===== config.mk =====
export PLATFORM = sky130hd
export DESIGN_NAME = sample_sum_hex_report_framer_flat
export DESIGN_NICKNAME = d
export VERILOG_FILES = /design/src/rtl/sshrf_pkg.sv /design/src/rtl/sshrf_if.sv /design/src/rtl/sshrf_front.sv /design/src/rtl/sshrf_queue.sv /design/src/rtl/sshrf_back.sv /design/src/rtl/sample_sum_hex_report_framer.sv /design/src/flat_wrapper.sv
export VERILOG_INCLUDE_DIRS = /design/src /design/src/rtl
export SDC_FILE = /design/constraint.sdc
export NUM_CORES = 1
export LEC_CHECK = 0
export ABC_AREA = 1
export BUFFER_PORTS_ARGS = -buffer_cell sky130_fd_sc_hd__buf_4
export CORE_MARGIN = 2
export CORE_UTILIZATION = 62
export CTS_CLUSTER_SIZE = 25
export DETAILED_ROUTE_END_ITERATION = 10
export GPL_TIMING_DRIVEN = 0
export PLACE_DENSITY = 0.8
export SLEW_MARGIN = 15
export SYNTH_ARGS = -nofsm -noshare
export SYNTH_HDL_FRONTEND = slang
export SYNTH_HIERARCHICAL = 1
export SYNTH_SLANG_ARGS = --single-unit

===== constraint.sdc =====
create_clock -name clock -period 3.9 [get_ports clock]
set_input_delay 0.39 -clock clock [delete_from_list [all_inputs] [get_ports clock]]
set_output_delay 0.39 -clock clock [all_outputs]
set_load 0.02 [all_outputs]

===== src/rtl/sample_sum_hex_report_framer_macros.svh =====
// ----------------------------------------------------------------------------
// sample_sum_hex_report_framer_macros
// assertion helpers shared by the framer modules
// ----------------------------------------------------------------------------
`ifndef SAMPLE_SUM_HEX_REPORT_FRAMER_MACROS_SVH
`define SAMPLE_SUM_HEX_REPORT_FRAMER_MACROS_SVH

// property must hold at every clock edge outside reset
`define SSHRF_ASSERT(lbl, clk, rst, prop, msg) \
   lbl: assert property (@(posedge clk) disable iff (rst) (prop)) else $error(msg);

// condition must never be seen outside reset
`define SSHRF_NEVER(lbl, clk, rst, cond, msg) \
   lbl: assert property (@(posedge clk) disable iff (rst) !(cond)) else $error(msg);

`endif


===== src/rtl/sshrf_pkg.sv =====
// ----------------------------------------------------------------------------
// sshrf_pkg
// types, constants and helpers of the sample sum hex report framer
// ----------------------------------------------------------------------------
package sshrf_pkg;

   localparam int SAMPLE_W    = 10;
   localparam int SUM_W       = 16;
   localparam int CHAR_W      = 8;
   localparam int QUEUE_DEPTH = 2;
   localparam int QUEUE_PTR_W = (QUEUE_DEPTH > 1) ? $clog2(QUEUE_DEPTH) : 1;
   localparam int QUEUE_CNT_W = $clog2(QUEUE_DEPTH + 1);

   localparam logic [CHAR_W-1:0] CHAR_X    = 8'h58;
   localparam logic [CHAR_W-1:0] CHAR_Y    = 8'h59;
   localparam logic [CHAR_W-1:0] CHAR_Z    = 8'h5A;
   localparam logic [CHAR_W-1:0] CHAR_CR   = 8'h0D;
   localparam logic [CHAR_W-1:0] CHAR_LF   = 8'h0A;
   localparam logic [CHAR_W-1:0] CHAR_ZERO = 8'h30;
   localparam logic [CHAR_W-1:0] CHAR_A    = 8'h41;

   typedef logic [2:0] digit_type;
   localparam digit_type DIGIT_LETTER   = 3'd0;
   localparam digit_type DIGIT_NIB_LAST = 3'd4;
   localparam digit_type DIGIT_CR       = 3'd0;
   localparam digit_type DIGIT_LF       = 3'd1;

   typedef enum logic [1:0] {
      AXIS_X,
      AXIS_Y,
      AXIS_Z,
      AXIS_END
   } axis_type;

   typedef struct packed {
      logic [SUM_W-1:0] x_sum;
      logic [SUM_W-1:0] y_sum;
      logic [SUM_W-1:0] z_sum;
   } report_type;

   typedef struct packed {
      logic       push;
      report_type report;
   } q_push_type;

   typedef struct packed {
      logic       avail;
      report_type report;
   } q_head_type;

   function automatic logic [CHAR_W-1:0] hex_char(input logic [3:0] nib);
      if (nib > 4'd9) begin
         return CHAR_A + CHAR_W'(nib - 4'd10);
      end
      return CHAR_ZERO + CHAR_W'(nib);
   endfunction

endpackage


===== src/rtl/sshrf_if.sv =====
// ----------------------------------------------------------------------------
// sshrf_if
// valid/ready channels for sample items and report characters
// ----------------------------------------------------------------------------
interface sshrf_req_if;
   logic                          valid;
   logic                          ready;
   logic [sshrf_pkg::SAMPLE_W-1:0] x_sample;
   logic [sshrf_pkg::SAMPLE_W-1:0] y_sample;
   logic [sshrf_pkg::SAMPLE_W-1:0] z_sample;
   logic                          link_connected;

   modport source (output valid, x_sample, y_sample, z_sample, link_connected,
                   input ready);
   modport sink (input valid, x_sample, y_sample, z_sample, link_connected,
                 output ready);
endinterface

interface sshrf_rsp_if;
   logic                         valid;
   logic                         ready;
   logic [sshrf_pkg::CHAR_W-1:0] report_char;
   logic                         last_char;

   modport source (output valid, report_char, last_char, input ready);
   modport sink (input valid, report_char, last_char, output ready);
endinterface


===== src/rtl/sshrf_front.sv =====
// ----------------------------------------------------------------------------
// sshrf_front
// accumulates sample sums and queues a report on a closing item while link_connected is set
// ----------------------------------------------------------------------------
module sshrf_front #(
   parameter int SAMPLES_PER_REPORT = 64
) (
   input  logic                   clock,
   input  logic                   reset,
   sshrf_req_if.sink              req_bus,
   input  logic                   q_full,
   output sshrf_pkg::q_push_type  q_push
);
   import sshrf_pkg::*;

   localparam int CNT_W = (SAMPLES_PER_REPORT > 1) ? $clog2(SAMPLES_PER_REPORT) : 1;
   localparam logic [CNT_W-1:0] CNT_LAST = CNT_W'(SAMPLES_PER_REPORT - 1);

   logic [SUM_W-1:0] x_sum_ff, x_sum_in;
   logic [SUM_W-1:0] y_sum_ff, y_sum_in;
   logic [SUM_W-1:0] z_sum_ff, z_sum_in;
   logic [CNT_W-1:0] count_ff, count_in;
   logic [SUM_W-1:0] x_new, y_new, z_new;
   logic             accept;
   logic             closing;

   assign req_bus.ready = !q_full;
   assign accept  = req_bus.valid && req_bus.ready;
   assign closing = (count_ff == CNT_LAST);

   assign x_new = x_sum_ff + SUM_W'(req_bus.x_sample);
   assign y_new = y_sum_ff + SUM_W'(req_bus.y_sample);
   assign z_new = z_sum_ff + SUM_W'(req_bus.z_sample);

   always_comb begin
      x_sum_in = x_sum_ff;
      y_sum_in = y_sum_ff;
      z_sum_in = z_sum_ff;
      count_in = count_ff;
      if (accept) begin
         if (closing) begin
            x_sum_in = '0;
            y_sum_in = '0;
            z_sum_in = '0;
            count_in = '0;
         end else begin
            x_sum_in = x_new;
            y_sum_in = y_new;
            z_sum_in = z_new;
            count_in = count_ff + CNT_W'(1);
         end
      end
   end

   assign q_push.push          = accept && closing && req_bus.link_connected;
   assign q_push.report.x_sum  = x_new;
   assign q_push.report.y_sum  = y_new;
   assign q_push.report.z_sum  = z_new;

   always_ff @(posedge clock) begin
      if (reset) begin
         x_sum_ff <= '0;
         y_sum_ff <= '0;
         z_sum_ff <= '0;
         count_ff <= '0;
      end else begin
         x_sum_ff <= x_sum_in;
         y_sum_ff <= y_sum_in;
         z_sum_ff <= z_sum_in;
         count_ff <= count_in;
      end
   end

endmodule


===== src/rtl/sshrf_queue.sv =====
// ----------------------------------------------------------------------------
// sshrf_queue
// short fifo of pending reports between front and back
// ----------------------------------------------------------------------------
`include "sample_sum_hex_report_framer_macros.svh"

module sshrf_queue (
   input  logic                  clock,
   input  logic                  reset,
   input  sshrf_pkg::q_push_type q_push,
   input  logic                  q_pop,
   output logic                  q_full,
   output sshrf_pkg::q_head_type q_head
);
   import sshrf_pkg::*;

   localparam logic [QUEUE_PTR_W-1:0] PTR_LAST = QUEUE_PTR_W'(QUEUE_DEPTH - 1);
   localparam logic [QUEUE_CNT_W-1:0] CNT_FULL = QUEUE_CNT_W'(QUEUE_DEPTH);

   report_type             entry_ff [QUEUE_DEPTH];
   logic [QUEUE_PTR_W-1:0] wr_ptr_ff, wr_ptr_in;
   logic [QUEUE_PTR_W-1:0] rd_ptr_ff, rd_ptr_in;
   logic [QUEUE_CNT_W-1:0] count_ff, count_in;
   logic                   do_push;
   logic                   do_pop;

   assign q_full       = (count_ff == CNT_FULL);
   assign q_head.avail = (count_ff != '0);
   assign q_head.report = entry_ff[rd_ptr_ff];

   assign do_push = q_push.push && !q_full;
   assign do_pop  = q_pop && q_head.avail;

   always_comb begin
      wr_ptr_in = wr_ptr_ff;
      rd_ptr_in = rd_ptr_ff;
      count_in  = count_ff;
      if (do_push) begin
         wr_ptr_in = (wr_ptr_ff == PTR_LAST) ? '0 : wr_ptr_ff + QUEUE_PTR_W'(1);
      end
      if (do_pop) begin
         rd_ptr_in = (rd_ptr_ff == PTR_LAST) ? '0 : rd_ptr_ff + QUEUE_PTR_W'(1);
      end
      if (do_push && !do_pop) begin
         count_in = count_ff + QUEUE_CNT_W'(1);
      end else if (do_pop && !do_push) begin
         count_in = count_ff - QUEUE_CNT_W'(1);
      end
   end

   always_ff @(posedge clock) begin
      if (do_push) begin
         entry_ff[wr_ptr_ff] <= q_push.report;
      end
   end

   always_ff @(posedge clock) begin
      if (reset) begin
         wr_ptr_ff <= '0;
         rd_ptr_ff <= '0;
         count_ff  <= '0;
      end else begin
         wr_ptr_ff <= wr_ptr_in;
         rd_ptr_ff <= rd_ptr_in;
         count_ff  <= count_in;
      end
   end

   `SSHRF_NEVER(a_push_when_full, clock, reset, q_push.push && q_full, "report pushed into full queue")
   `SSHRF_NEVER(a_pop_when_empty, clock, reset, q_pop && !q_head.avail, "pop from empty queue")
   `SSHRF_ASSERT(a_count_bound, clock, reset, count_ff <= CNT_FULL, "queue count beyond depth")
   `SSHRF_ASSERT(a_empty_ptrs, clock, reset, (count_ff == '0) |-> (rd_ptr_ff == wr_ptr_ff), "empty queue with unequal pointers")

endmodule


===== src/rtl/sshrf_back.sv =====
// ----------------------------------------------------------------------------
// sshrf_back
// serializes one queued report into seventeen ascii characters
// ----------------------------------------------------------------------------
module sshrf_back (
   input  logic                  clock,
   input  logic                  reset,
   input  sshrf_pkg::q_head_type q_head,
   output logic                  q_pop,
   sshrf_rsp_if.source           rsp_bus
);
   import sshrf_pkg::*;

   axis_type             axis_ff, axis_in;
   digit_type            digit_ff, digit_in;
   logic                 rsp_valid_ff, rsp_valid_in;
   logic [CHAR_W-1:0]    rsp_char_ff, rsp_char_in;
   logic                 rsp_last_ff, rsp_last_in;
   logic                 load;
   logic                 at_lf;
   logic [SUM_W-1:0]     sel_sum;
   logic [CHAR_W-1:0]    letter;
   logic [CHAR_W-1:0]    char_cur;
   logic [3:0]           nib;
   logic [4:0]           shamt;

   assign load  = q_head.avail && (!rsp_valid_ff || rsp_bus.ready);
   assign at_lf = (axis_ff == AXIS_END) && (digit_ff == DIGIT_LF);
   assign q_pop = load && at_lf;

   // next position in the frame
   always_comb begin
      axis_in  = axis_ff;
      digit_in = digit_ff;
      if (load) begin
         unique case (axis_ff)
            AXIS_END: begin
               if (digit_ff == DIGIT_LF) begin
                  axis_in  = AXIS_X;
                  digit_in = DIGIT_LETTER;
               end else begin
                  digit_in = DIGIT_LF;
               end
            end
            AXIS_X, AXIS_Y, AXIS_Z: begin
               if (digit_ff == DIGIT_NIB_LAST) begin
                  digit_in = DIGIT_LETTER;
                  unique case (axis_ff)
                     AXIS_X:  axis_in = AXIS_Y;
                     AXIS_Y:  axis_in = AXIS_Z;
                     default: axis_in = AXIS_END;
                  endcase
               end else begin
                  digit_in = digit_ff + digit_type'(1);
               end
            end
         endcase
      end
   end

   // character at the current position
   always_comb begin
      unique case (axis_ff)
         AXIS_X: begin
            sel_sum = q_head.report.x_sum;
            letter  = CHAR_X;
         end
         AXIS_Y: begin
            sel_sum = q_head.report.y_sum;
            letter  = CHAR_Y;
         end
         AXIS_Z: begin
            sel_sum = q_head.report.z_sum;
            letter  = CHAR_Z;
         end
         AXIS_END: begin
            sel_sum = '0;
            letter  = CHAR_CR;
         end
      endcase
      shamt = {DIGIT_NIB_LAST - digit_ff, 2'b00};
      nib   = 4'(sel_sum >> shamt);
      if (axis_ff == AXIS_END) begin
         char_cur = (digit_ff == DIGIT_LF) ? CHAR_LF : CHAR_CR;
      end else if (digit_ff == DIGIT_LETTER) begin
         char_cur = letter;
      end else begin
         char_cur = hex_char(nib);
      end
   end

   always_comb begin
      rsp_valid_in = rsp_valid_ff;
      rsp_char_in  = rsp_char_ff;
      rsp_last_in  = rsp_last_ff;
      if (load) begin
         rsp_valid_in = 1'b1;
         rsp_char_in  = char_cur;
         rsp_last_in  = at_lf;
      end else if (rsp_bus.ready) begin
         rsp_valid_in = 1'b0;
      end
   end

   assign rsp_bus.valid       = rsp_valid_ff;
   assign rsp_bus.report_char = rsp_char_ff;
   assign rsp_bus.last_char   = rsp_last_ff;

   always_ff @(posedge clock) begin
      rsp_char_ff <= rsp_char_in;
      rsp_last_ff <= rsp_last_in;
   end

   always_ff @(posedge clock) begin
      if (reset) begin
         axis_ff      <= AXIS_X;
         digit_ff     <= DIGIT_LETTER;
         rsp_valid_ff <= 1'b0;
      end else begin
         axis_ff      <= axis_in;
         digit_ff     <= digit_in;
         rsp_valid_ff <= rsp_valid_in;
      end
   end

endmodule


===== src/rtl/sample_sum_hex_report_framer.sv =====
// ----------------------------------------------------------------------------
// sample_sum_hex_report_framer
// sums xyz samples and frames periodic ascii hex reports
// ----------------------------------------------------------------------------
// Each req item (one X, Y, Z sample triple) is added to three wrapping
// 16-bit sums. The item that closes a block of SAMPLES_PER_REPORT items
// queues a report when link_connected is set; the sums and count clear
// either way. Reports wait in a two-entry queue and a serializer sends
// each as 17 rsp items, one per cycle while rsp ready is high: 'X' and four
// hex digits, the same for Y and Z, then CR and LF (last_char set).
// req_ready drops only while both queue entries are held, so items flow at
// one per cycle as long as the serializer keeps up with the reports;
// otherwise the serializer sets the pace. A closing item's report is
// registered in the queue, then its first character in the rsp register.
module sample_sum_hex_report_framer #(
   parameter int SAMPLES_PER_REPORT = 64
) (
   input  logic        clock,
   input  logic        reset,
   sshrf_req_if.sink   req_bus,
   sshrf_rsp_if.source rsp_bus
);
   import sshrf_pkg::*;

   q_push_type q_push;
   q_head_type q_head;
   logic       q_full;
   logic       q_pop;

   sshrf_front #(
      .SAMPLES_PER_REPORT (SAMPLES_PER_REPORT)
   ) u_front (
      .clock   (clock),
      .reset   (reset),
      .req_bus (req_bus),
      .q_full  (q_full),
      .q_push  (q_push)
   );

   sshrf_queue u_queue (
      .clock  (clock),
      .reset  (reset),
      .q_push (q_push),
      .q_pop  (q_pop),
      .q_full (q_full),
      .q_head (q_head)
   );

   sshrf_back u_back (
      .clock   (clock),
      .reset   (reset),
      .q_head  (q_head),
      .q_pop   (q_pop),
      .rsp_bus (rsp_bus)
   );

endmodule

===== src/flat_wrapper.sv =====
// flat-port wrapper written by rule: the top's interface ports become plain ports
module sample_sum_hex_report_framer_flat import sshrf_pkg::*;
#(
   parameter int SAMPLES_PER_REPORT = 64
)
  (clock, reset, req_bus_valid, req_bus_x_sample, req_bus_y_sample, req_bus_z_sample, req_bus_link_connected, req_bus_ready, rsp_bus_valid, rsp_bus_report_char, rsp_bus_last_char, rsp_bus_ready);
  sshrf_req_if req_bus_i ();
  sshrf_rsp_if rsp_bus_i ();
  input  logic clock;
  input  logic reset;
  input wire logic [$bits(req_bus_i.valid)-1:0] req_bus_valid;
  input wire logic [$bits(req_bus_i.x_sample)-1:0] req_bus_x_sample;
  input wire logic [$bits(req_bus_i.y_sample)-1:0] req_bus_y_sample;
  input wire logic [$bits(req_bus_i.z_sample)-1:0] req_bus_z_sample;
  input wire logic [$bits(req_bus_i.link_connected)-1:0] req_bus_link_connected;
  output wire logic [$bits(req_bus_i.ready)-1:0] req_bus_ready;
  output wire logic [$bits(rsp_bus_i.valid)-1:0] rsp_bus_valid;
  output wire logic [$bits(rsp_bus_i.report_char)-1:0] rsp_bus_report_char;
  output wire logic [$bits(rsp_bus_i.last_char)-1:0] rsp_bus_last_char;
  input wire logic [$bits(rsp_bus_i.ready)-1:0] rsp_bus_ready;
  assign req_bus_i.valid = req_bus_valid;
  assign req_bus_i.x_sample = req_bus_x_sample;
  assign req_bus_i.y_sample = req_bus_y_sample;
  assign req_bus_i.z_sample = req_bus_z_sample;
  assign req_bus_i.link_connected = req_bus_link_connected;
  assign req_bus_ready = req_bus_i.ready;
  assign rsp_bus_valid = rsp_bus_i.valid;
  assign rsp_bus_report_char = rsp_bus_i.report_char;
  assign rsp_bus_last_char = rsp_bus_i.last_char;
  assign rsp_bus_i.ready = rsp_bus_ready;
  sample_sum_hex_report_framer #(.SAMPLES_PER_REPORT(SAMPLES_PER_REPORT)) u_core (.clock(clock), .reset(reset), .req_bus(req_bus_i), .rsp_bus(rsp_bus_i));
endmodule

==> results.cfg <==
[clocking]
clk_path_buf_depth = 2
cts_tree = done
cts.sink_count = 169
clk_pin_slew_ns = 0.07
cts_made_buffers = 17
cts_max_level = 4
post_cts.repair.setup_buffers = 0
cts_hold_buffers = 0
cts_resized = 0
root_buffer = clkbuf_16
insertion_delay_ns = 0.44

[die]
rows = 45
die_area_um2 = 16420
die_h_um = 128.2
die_x_um = 128.2
initial_core_util = 0.6310
core_area_um2 = 15150
ios = 46

[job]
max_cap_violations = 0

[synth]
yosys.cell_count.top_type = nand2_1
syn-mean-instance-area_um2 = 8.633
synth_edf_count = 104
syn-cell-area_um2 = 9557
synthTopCellsByCount = nand2_1, inv_1, edfxtp_1, nand3_1, a21oi_1
postSynth.asyncResetShare = 0
synth_top_flop_cell = edfxtp_1
synth_cell_types = 45
yosysTopAreaCell = edfxtp_1
synthCells = 1107
ys_ff_latch = 169
synth_nets = 1192
synthTopCellsByArea = edfxtp_1, dfxtp_1, nand2_1, ha_1, inv_1
yosys_warnings = 6
seq_area_frac_synth = 0.4629
netlist.area_leader.share = 0.3268

[setup_path]
cp.arrival_ns = 3.18
worst_setup_path_end_kind = flop
crit_required_ns = 4.10
startpoint_type = flop
crit_type = flop to flop
worstPathMaxFanout = 10

[global_routing]
grt_pass1_vias = 6972
grt_usage = 0.2586
grt_max_degree = 29
grt_pass1_wl_mm = 32.95
grt_overflow = 0
antenna_found_initial = 0

[detailed_routing]
drc_errors = 0
drtIter0Drc = 602
wl_per_cell_um = 14.78
avgViaCountPerCell = 5.456
ant_nets = 0
wirelength_mm = 20.29
drt_pass1_iterations = 5
vias = 7491

[layout]
drive_gt1_frac = 0.1519
postLayoutCellArea_um2 = 10740
antennaDiodeCount = 0
final_nets = 1257
area_growth_pct = 12.39
fill_cells = 1169

[sta]
rsz0062_at_grt = no
final-setup-viol-count = 0
period_minus_slack_ns = 2.983
report.final.slew_viol_count = 0
period_share = 0.7650
hold_violations = 0
worstMarginPinSlew_ns = 0.7361
timing.fmax_ghz = 0.3352
skew_ns = 0.01340
slew_headroom = 0.5081

[placement]
place_hpwl_mm = 15.12
place_congestion = 0.9106
place_area_um2 = 10180
port_buffers = 44

[pwr]
total_power_uw = 4198
p_leak_uw = 0.004690
ir_drop_uv = 301.8
cellPowerDensity_nw_per_um2 = 390.9

[outcome]
outcome = completed

[hold_path]
hold_path.class = input port to flop
-- worst max-delay path, stage by stage (launching register included) --
cell     delay [ns]
dfxtp_1        0.52
inv_2          0.13
buf_6          0.17
ha_1           0.23
ha_1           0.43
nand3_2        0.20
ha_1           0.28
or2_2          0.29
nand2_2        0.11
nand2_4        0.08
nor2_1         0.09
nand3_1        0.09
nand2_1        0.06
inv_1          0.04
-- report_power, final --
group,total (uW),switching [uW],leakage [uW],internal [uW]
clock,1600,761,0.000261,840
combinational,591,382,0.00297,209
sequential,2010,27.4,0.00145,1980
-- layer usage --
| layer | wire (um) | share of wire | GRT usage |
|---|---|---|---|
| met5 | 0 | 0 | 0 |
| met4 | 731 | 0.036 | 0.1151 |
| met3 | 1073 | 0.053 | 0.05342 |
| met2 | 9261 | 0.46 | 0.4089 |
| met1 | 9220 | 0.45 | 0.3461 |
-- registers in the layout (all words and copies together), names as in the netlist, 2 cells and up, named ones only --
signal,cells
u_core/u_front/z_sum_ff,16
u_core/u_back/rsp_bus.report_char,7
u_core/u_back/axis_ff,2
u_core/u_queue/count_ff,2
u_core/u_back/digit_ff,3
u_core/u_queue/entry_ff,96
u_core/u_front/count_ff,6
u_core/u_front/x_sum_ff,16
u_core/u_front/y_sum_ff,16
-- kinds of logic (layout without fill, tap and decap cells) --
| group | after synthesis | count (layout) | synth area share |
|---|---|---|---|
| buffers and inverters | 158 | 236 | 0.06965 |
| flip-flops | 169 | 169 | 0.4629 |
| XOR/XNOR | 24 | 24 | 0.02592 |
| AND/OR/NAND/NOR | 557 | 557 | 0.2523 |
| adder cells (fa/ha/maj) | 50 | 50 | 0.06782 |
| AO/OA/AOI/OAI | 100 | 100 | 0.05656 |
| other | 1 | 1 | 0.0003924 |
| multiplexers | 48 | 48 | 0.06441 |
-- final timing paths --
path | start | end | slack, ns | cells after the start
worst min-delay path | reset | u_core/u_back/axis_ff[0] | 0.15 | 2
worst max register to register | u_core/u_back/digit_ff[0] | u_core/u_back/rsp_bus.report_char[4] | 0.92 | 13
worst max-delay path | u_core/u_back/digit_ff[0] | u_core/u_back/rsp_bus.report_char[4] | 0.92 | 13
worst min register to register | u_core/u_front/z_sum_ff[7] | u_core/u_front/z_sum_ff[7] | 0.47 | 2
-- cell usage in the layout (no fill, tap or decap), types with 3 or more instances in the layout --
| master | count |
|---|---|
| mux2_4 | 20 |
| inv_1 | 125 |
| mux2_2 | 28 |
| clkinvlp_4 | 5 |
| nand3b_1 | 12 |
| inv_8 | 5 |
| nand2_1 | 338 |
| buf_6 | 6 |
| nand4_1 | 9 |
| buf_2 | 8 |
| o21ai_1 | 5 |
| ha_1 | 47 |
| nand2_2 | 7 |
| dfxtp_1 | 65 |
| xnor2_1 | 3 |
| a21oi_2 | 5 |
| clkinv_4 | 4 |
| o21ai_0 | 12 |
| buf_4 | 48 |
| xor2_1 | 16 |
| fa_1 | 3 |
| a21oi_1 | 72 |
| clkbuf_16 | 17 |
| nand3_2 | 6 |
| and2_1 | 21 |
| xor2_2 | 5 |
| nor3_1 | 4 |
| edfxtp_1 | 104 |
| or2_2 | 4 |
| nand3_1 | 80 |
| clkbuf_1 | 10 |
| nor2_1 | 66 |
-- cell type report --
class | count | area, um2 | area share
Tap cell | 188 | 235.2 | 0.02190
Inverter | 129 | 486.7 | 0.04532
Sequential cell | 169 | 4424 | 0.4119
Buffer | 29 | 178.9 | 0.01666
Clock buffer | 17 | 425.4 | 0.03961
Timing Repair Buffer | 46 | 370.4 | 0.03448
Clock inverter | 15 | 137.6 | 0.01281
Multi-Input combinational cell | 780 | 4482 | 0.4173
-- through the flow --
| stage | setup slack [ns] | setup TNS (ns) | util | std cells | hold WS (ns) |
|---|---|---|---|---|---|
| after detailed placement | 0.9660 | 0 | 0.6720 | 1341 | 0.4626 |
| after global placement | -1.116 | -101.52 | 0.6683 | 1339 | 0.4557 |
| after global routing | 0.7521 | 0 | 0.7091 | 1373 | 0.1396 |
| after CTS | 0.9480 | 0 | 0.7091 | 1373 | 0.1363 |
| after floorplan | 0.3119 | 0 | - | 1107 | 0.4491 |
| final | 0.9166 | 0 | 0.7091 | 1373 | 0.1469 |
(Power assumes the default switching activity.)
